File: src/hw/rtl/pkal_ram.sv
// Generic single-port-write, single-port-read RAM, registered read data.
// No dependencies.
module pkal_ram #(
	parameter int WIDTH = 8,
	parameter int DEPTH = 16,
	localparam int AW = (DEPTH > 1) ? $clog2(DEPTH) : 1
) (
	input logic clk,
	input logic we,
	input logic [AW-1:0] waddr,
	input logic [WIDTH-1:0] wdata,
	input logic re,
	input logic [AW-1:0] raddr,
	output logic [WIDTH-1:0] rdata
);
	logic [WIDTH-1:0] mem [DEPTH];

	always_ff @(posedge clk) begin
		if (we) begin
			mem[waddr] <= wdata;
		end
	end

	always_ff @(posedge clk) begin
		if (re) begin
			rdata <= mem[raddr];
		end
	end
endmodule

File: config.mk
export PLATFORM = sky130hd
export DESIGN_NAME = pkal_ram
export DESIGN_NICKNAME = d
export VERILOG_FILES = /design/src/hw/rtl/pkal_ram.sv
export SDC_FILE = /design/constraint.sdc
export NUM_CORES = 1
export LEC_CHECK = 0
export ABC_CLOCK_PERIOD_IN_PS = 2440
export BUFFER_PORTS_ARGS = -buffer_cell sky130_fd_sc_hd__buf_2
export CAP_MARGIN = 30
export CORE_ASPECT_RATIO = 0.6
export CORE_UTILIZATION = 35
export CTS_BUF_LIST = sky130_fd_sc_hd__clkbuf_4
export CTS_CLUSTER_DIAMETER = 150
export DETAILED_ROUTE_END_ITERATION = 16
export GPL_TIMING_DRIVEN = 1
export PLACE_DENSITY = 0.5
export SLEW_MARGIN = 20
export SYNTH_ARGS = -nofsm -noshare
export SYNTH_HDL_FRONTEND = slang
export SYNTH_SLANG_ARGS = --single-unit
File: constraint.sdc
create_clock -name clk -period 2.44 [get_ports clk]
set_clock_uncertainty 0.2 [all_clocks]
set_input_delay 0.366 -clock clk [delete_from_list [all_inputs] [get_ports clk]]
set_output_delay 0.366 -clock clk [all_outputs]
set_load 0.1 [all_outputs]
# After elaboration in Yosys (flattened, before gate mapping)
# Memories as Yosys holds them, arrays and structs flattened. A register that Yosys moved wholly into a read port is not among the register bits.
# Cells that the tools add are included.
# Widths: inputs -> output; s select.
dict set report word_totals {
  mem_bits_rw 128
  register_bits 0
  output_inout_bits 8
  memories 1
}
dict set report op_classes {
  mux 2
}
# name depth word_bits rd rd_clocked_by_memory_dff write_ports line
set mem_list {}
lappend mem_list {mem 16 8 1 1 1 16} ;# logic [WIDTH-1:0] mem [DEPTH];
# operator n
set op_table {}
lappend op_table {{$mux 1} 2}

# Longest topological paths before layout
dict set report logic_depth {
  word_depth 2
  depth_mapped 5
  mapped_depth_nobuf 3
}

# Worst setup path after synthesis
# OpenSTA, ideal clock, no wires.
dict set report synth_path {
  kind {input -> register}
  start {input waddr[2]}
  end {memory mem[0][0], enable pin}
  arrival_time_ns 1.476
  path_stages 2
  required_time_ns 1.857
  slack_ns 0.381
  path_cell_list {or3b_2 nor3_1}
}
# element line
set synth_lines {}
lappend synth_lines {{start: declaration} 10} ;# input logic [AW-1:0] waddr,
lappend synth_lines {{end: declaration} 16}
# Straight into the memory's write port.

# Final worst setup path
dict set report layout_path {
  start {register rdata[0], read port of mem}
  end {output rdata[0]}
}
# element line
set layout_lines {}
lappend layout_lines {{start: declaration} 14} ;# output logic [WIDTH-1:0] rdata
# No word-level cell between the ends.

==> impl_metrics.csv <==
group,metric,value,unit
outcome,outcome,"completed",
power_and_ir_drop,power_density,721,nW/um2
routing,routed-wl-met2,4.74,mm
global_routing,grt_max_degree,33,
power_and_ir_drop,finalPower,4.39,mW
critical_path,cp.buffers_inverters,1,
critical_path,critical-path-max-stage-delay,0.46,ns
place,portBuffers,26,
hold_path,hold_start,"waddr[0]",
synthesis,synth-edff-count,136,
global_routing,global_route.overflow_total,0,
sta,measured_slew_at_the_worst_slew_check_pin,0.499,ns
synthesis,yosys_register_bits,136,
die,floorplan.rows,34,
synthesis,netlist-cell-type-count,18,
hold_path,min-delay-path-class,"in2reg",
cts,clockRootBuffer,"sky130_fd_sc_hd__clkbuf_4",
place,hpwl,7.29,mm
power_and_ir_drop,irDropWorstVdd,0.000243,V
synthesis,synth_top_area_share,78.1,%
synthesis,synth.largest_area_cell,"sky130_fd_sc_hd__edfxtp_1",
sta,finalMaxSlewViolations,0,
critical_path,timing.critical_path.required,1.87,ns
cts,clock_tree_from_tritoncts,"yes",
place,place_inst,465,
cts,cts_repair_resize_count,0,
sta,finalSetupTns,0,ns
sta,finalWorstPathRequiredPeriod,1.98,ns
job,max-cap-violations,0,
critical_path,end_kind,"output pin",
sta,slew_headroom,67.0,%
critical_path,category_of_the_worst_setup_path_launch_point,"flip-flop",
routing,dr.pass1.iters,5,
synthesis,synth_top_cells_by_count,"sky130_fd_sc_hd__edfxtp_1, sky130_fd_sc_hd__mux4_2, sky130_fd_sc_hd__a22oi_1",
critical_path,reg2reg_depth,3,
synthesis,post_synth_main_area_contributors,"sky130_fd_sc_hd__edfxtp_1, sky130_fd_sc_hd__mux4_2, sky130_fd_sc_hd__mux4_1, sky130_fd_sc_hd__a22oi_1, sky130_fd_sc_hd__nor2_1",
cts,ctsLongestPathBuffers,2,
synthesis,ys.flop_type,"sky130_fd_sc_hd__edfxtp_1",
routing,topRoutingLayerUsed,"met4",
sta,layout_worst_path_cycle_share,81.0,%
synthesis,synthCells,229,
layout,layout-drive-gt1-share,31.8,%
critical_path,cp-startpoint,"rdata[0]",
routing,met1_wl,5.20,mm
global_routing,antenna_found_initial,0,
cts,clock_transition_at_path_regs,0.12,ns
synthesis,synth_sequential_area_ratio,78.1,%
routing,vias,2518,
sta,grt_setup_unrepaired,"no",
die,dieHeight,96.7,um
sta,timing.final.hold_violations,0,
cts,clock_sink_count,136,
cts,clock_latency,0.51,ns
cts,cts_hold_buf,3,
critical_path,cp_top_family,"buffers and inverters",
cts,cts.repair_timing.setup_buffer_count,0,
die,floorplan.die.width,160,um
die,ioPinCount,27,
global_routing,grt_util_all_layers,15.6,%
layout,final.fill_count,1325,
layout,syn_to_final_growth,16.3,%
global_routing,grt_pass1_vias,2640,
critical_path,cp.arrival,1.41,ns
die,initial_utilization,35.9,%
power_and_ir_drop,leakagePower,2.03,nW
synthesis,synth.avg_cell_area,22.8,um2
synthesis,mappedNetlistArea,5230,um2
synthesis,post-synth-top-count-cell,"sky130_fd_sc_hd__edfxtp_1",
sta,peak_clock_frequency_supported_by_timing,0.506,GHz
layout,fin_util,41.8,%
place,gpl.final_weighted_congestion,0.749,
routing,wl_met3,1.06,mm
sta,fin_hold_ws,0.200,ns
critical_path,critPathSlowestCell,"sky130_fd_sc_hd__buf_2",
routing,avgRoutedWirePerCell,21.8,um
critical_path,critPathKind,"reg2out",
synthesis,synth_nets,248,
routing,viasPerCell,4.98,
critical_path,worst-r2r-setup-slack,0.77,ns
layout,layoutNonFillerInstCount,506,
cts,htree_levels,4,
cts,tritoncts.num_buffers,17,
routing,drc_violations,0,
layout,antenna_cells_inserted,0,
hold_path,holdPathEnd,"mem[4][4]",
routing,drt-total-wl,11.0,mm
hold_path,min_delay_path_depth,3,
critical_path,crit_fanout,1,
routing,drt.antenna.violating_nets,0,
routing,first_iter_violations,184,
critical_path,critical_path.reg2reg.endpoint,"rdata[2]",
sta,finalSetupViolations,0,
die,placeableCoreArea,14500,um2
synthesis,synth-async-reset-ratio,0,%
layout,layout.nets,314,
critical_path,r2r-start,"mem[1][2]",
synthesis,yosys_warnings,0,
global_routing,global_route_wire_length_before_repair,16.8,mm
die,die_area,15400,um2
critical_path,worstPathCellList,"buf_2",
-- worst max path at each step --
stage | to | cells past startpoint
floorplan | mem[0][0] | 2
global route | rdata[0] | 1
CTS | rdata[0] | 1
global placement | rdata[2] | 5
finish | rdata[0] | 1
detailed placement | rdata[2] | 5
-- routing by layer --
metal	GRT usage, %	vias to the layer above
met5	0	-
met3	4.33	5
met4	4.18	0
met1	24.5	1296
met2	20.9	99
li1	-	1118
-- state kept, by name (all words and copies together), names as in the netlist --
signal / cells
rdata: 8
mem: 128
-- cells in the final DEF (no fill, tap or decap), types with 5 or more instances in the layout --
| cell type | n |
|---|---|
| sky130_fd_sc_hd__a22oi_1 | 16 |
| sky130_fd_sc_hd__buf_2 | 26 |
| sky130_fd_sc_hd__buf_4 | 19 |
| sky130_fd_sc_hd__clkbuf_4 | 17 |
| sky130_fd_sc_hd__clkinv_4 | 5 |
| sky130_fd_sc_hd__dlygate4sd3_1 | 9 |
| sky130_fd_sc_hd__edfxtp_1 | 136 |
| sky130_fd_sc_hd__inv_6 | 5 |
| sky130_fd_sc_hd__mux4_1 | 14 |
| sky130_fd_sc_hd__mux4_2 | 18 |
| sky130_fd_sc_hd__nand2_1 | 9 |
| sky130_fd_sc_hd__nor2_1 | 13 |
-- layout make-up --
class                   instances  area [um2]  share of cell area, %
clock inverters                15         143                   2.35
well taps                     198         248                   4.07
clock buffers                  17         128                   2.10
multi-input cells              83        1060                   17.4
repair buffers                 57         423                   6.95
flip-flops and latches        136        4080                   67.1
-- worst reg2reg max path: stages (launching register included) --
cell	delay [ns]
sky130_fd_sc_hd__edfxtp_1	0.42
sky130_fd_sc_hd__mux4_1	0.51
sky130_fd_sc_hd__a22oi_1	0.25
sky130_fd_sc_hd__nand2_1	0.08
-- per-stage QoR --
stage	setup WS (ns)	area, um2
global placement	0.341	5720
CTS	0.434	6020
detailed placement	0.331	5720
global route	0.379	6080
finish	0.463	6080
floorplan	0.381	5230
-- kinds of logic (layout without fill, tap and decap cells) --
kind of cell	after synthesis	in the layout	share of synthesized area, %
muxes	32	32	14.8
buffers and inverters	10	89	1.65
DFF	136	136	78.1
AOI/OAI and AO/OA	16	16	2.30
and+or+nand+nor	35	35	3.14
-- report_power, final --
part | switching [mW] | leakage, nW | internal [mW]
clock | 0.876 | 0.151 | 0.529
sequential | 0.0172 | 1.24 | 2.63
combinational | 0.221 | 0.641 | 0.117
total | 1.11 | 2.03 | 3.27
No activity file was read; power rests on OpenSTA's default activity.
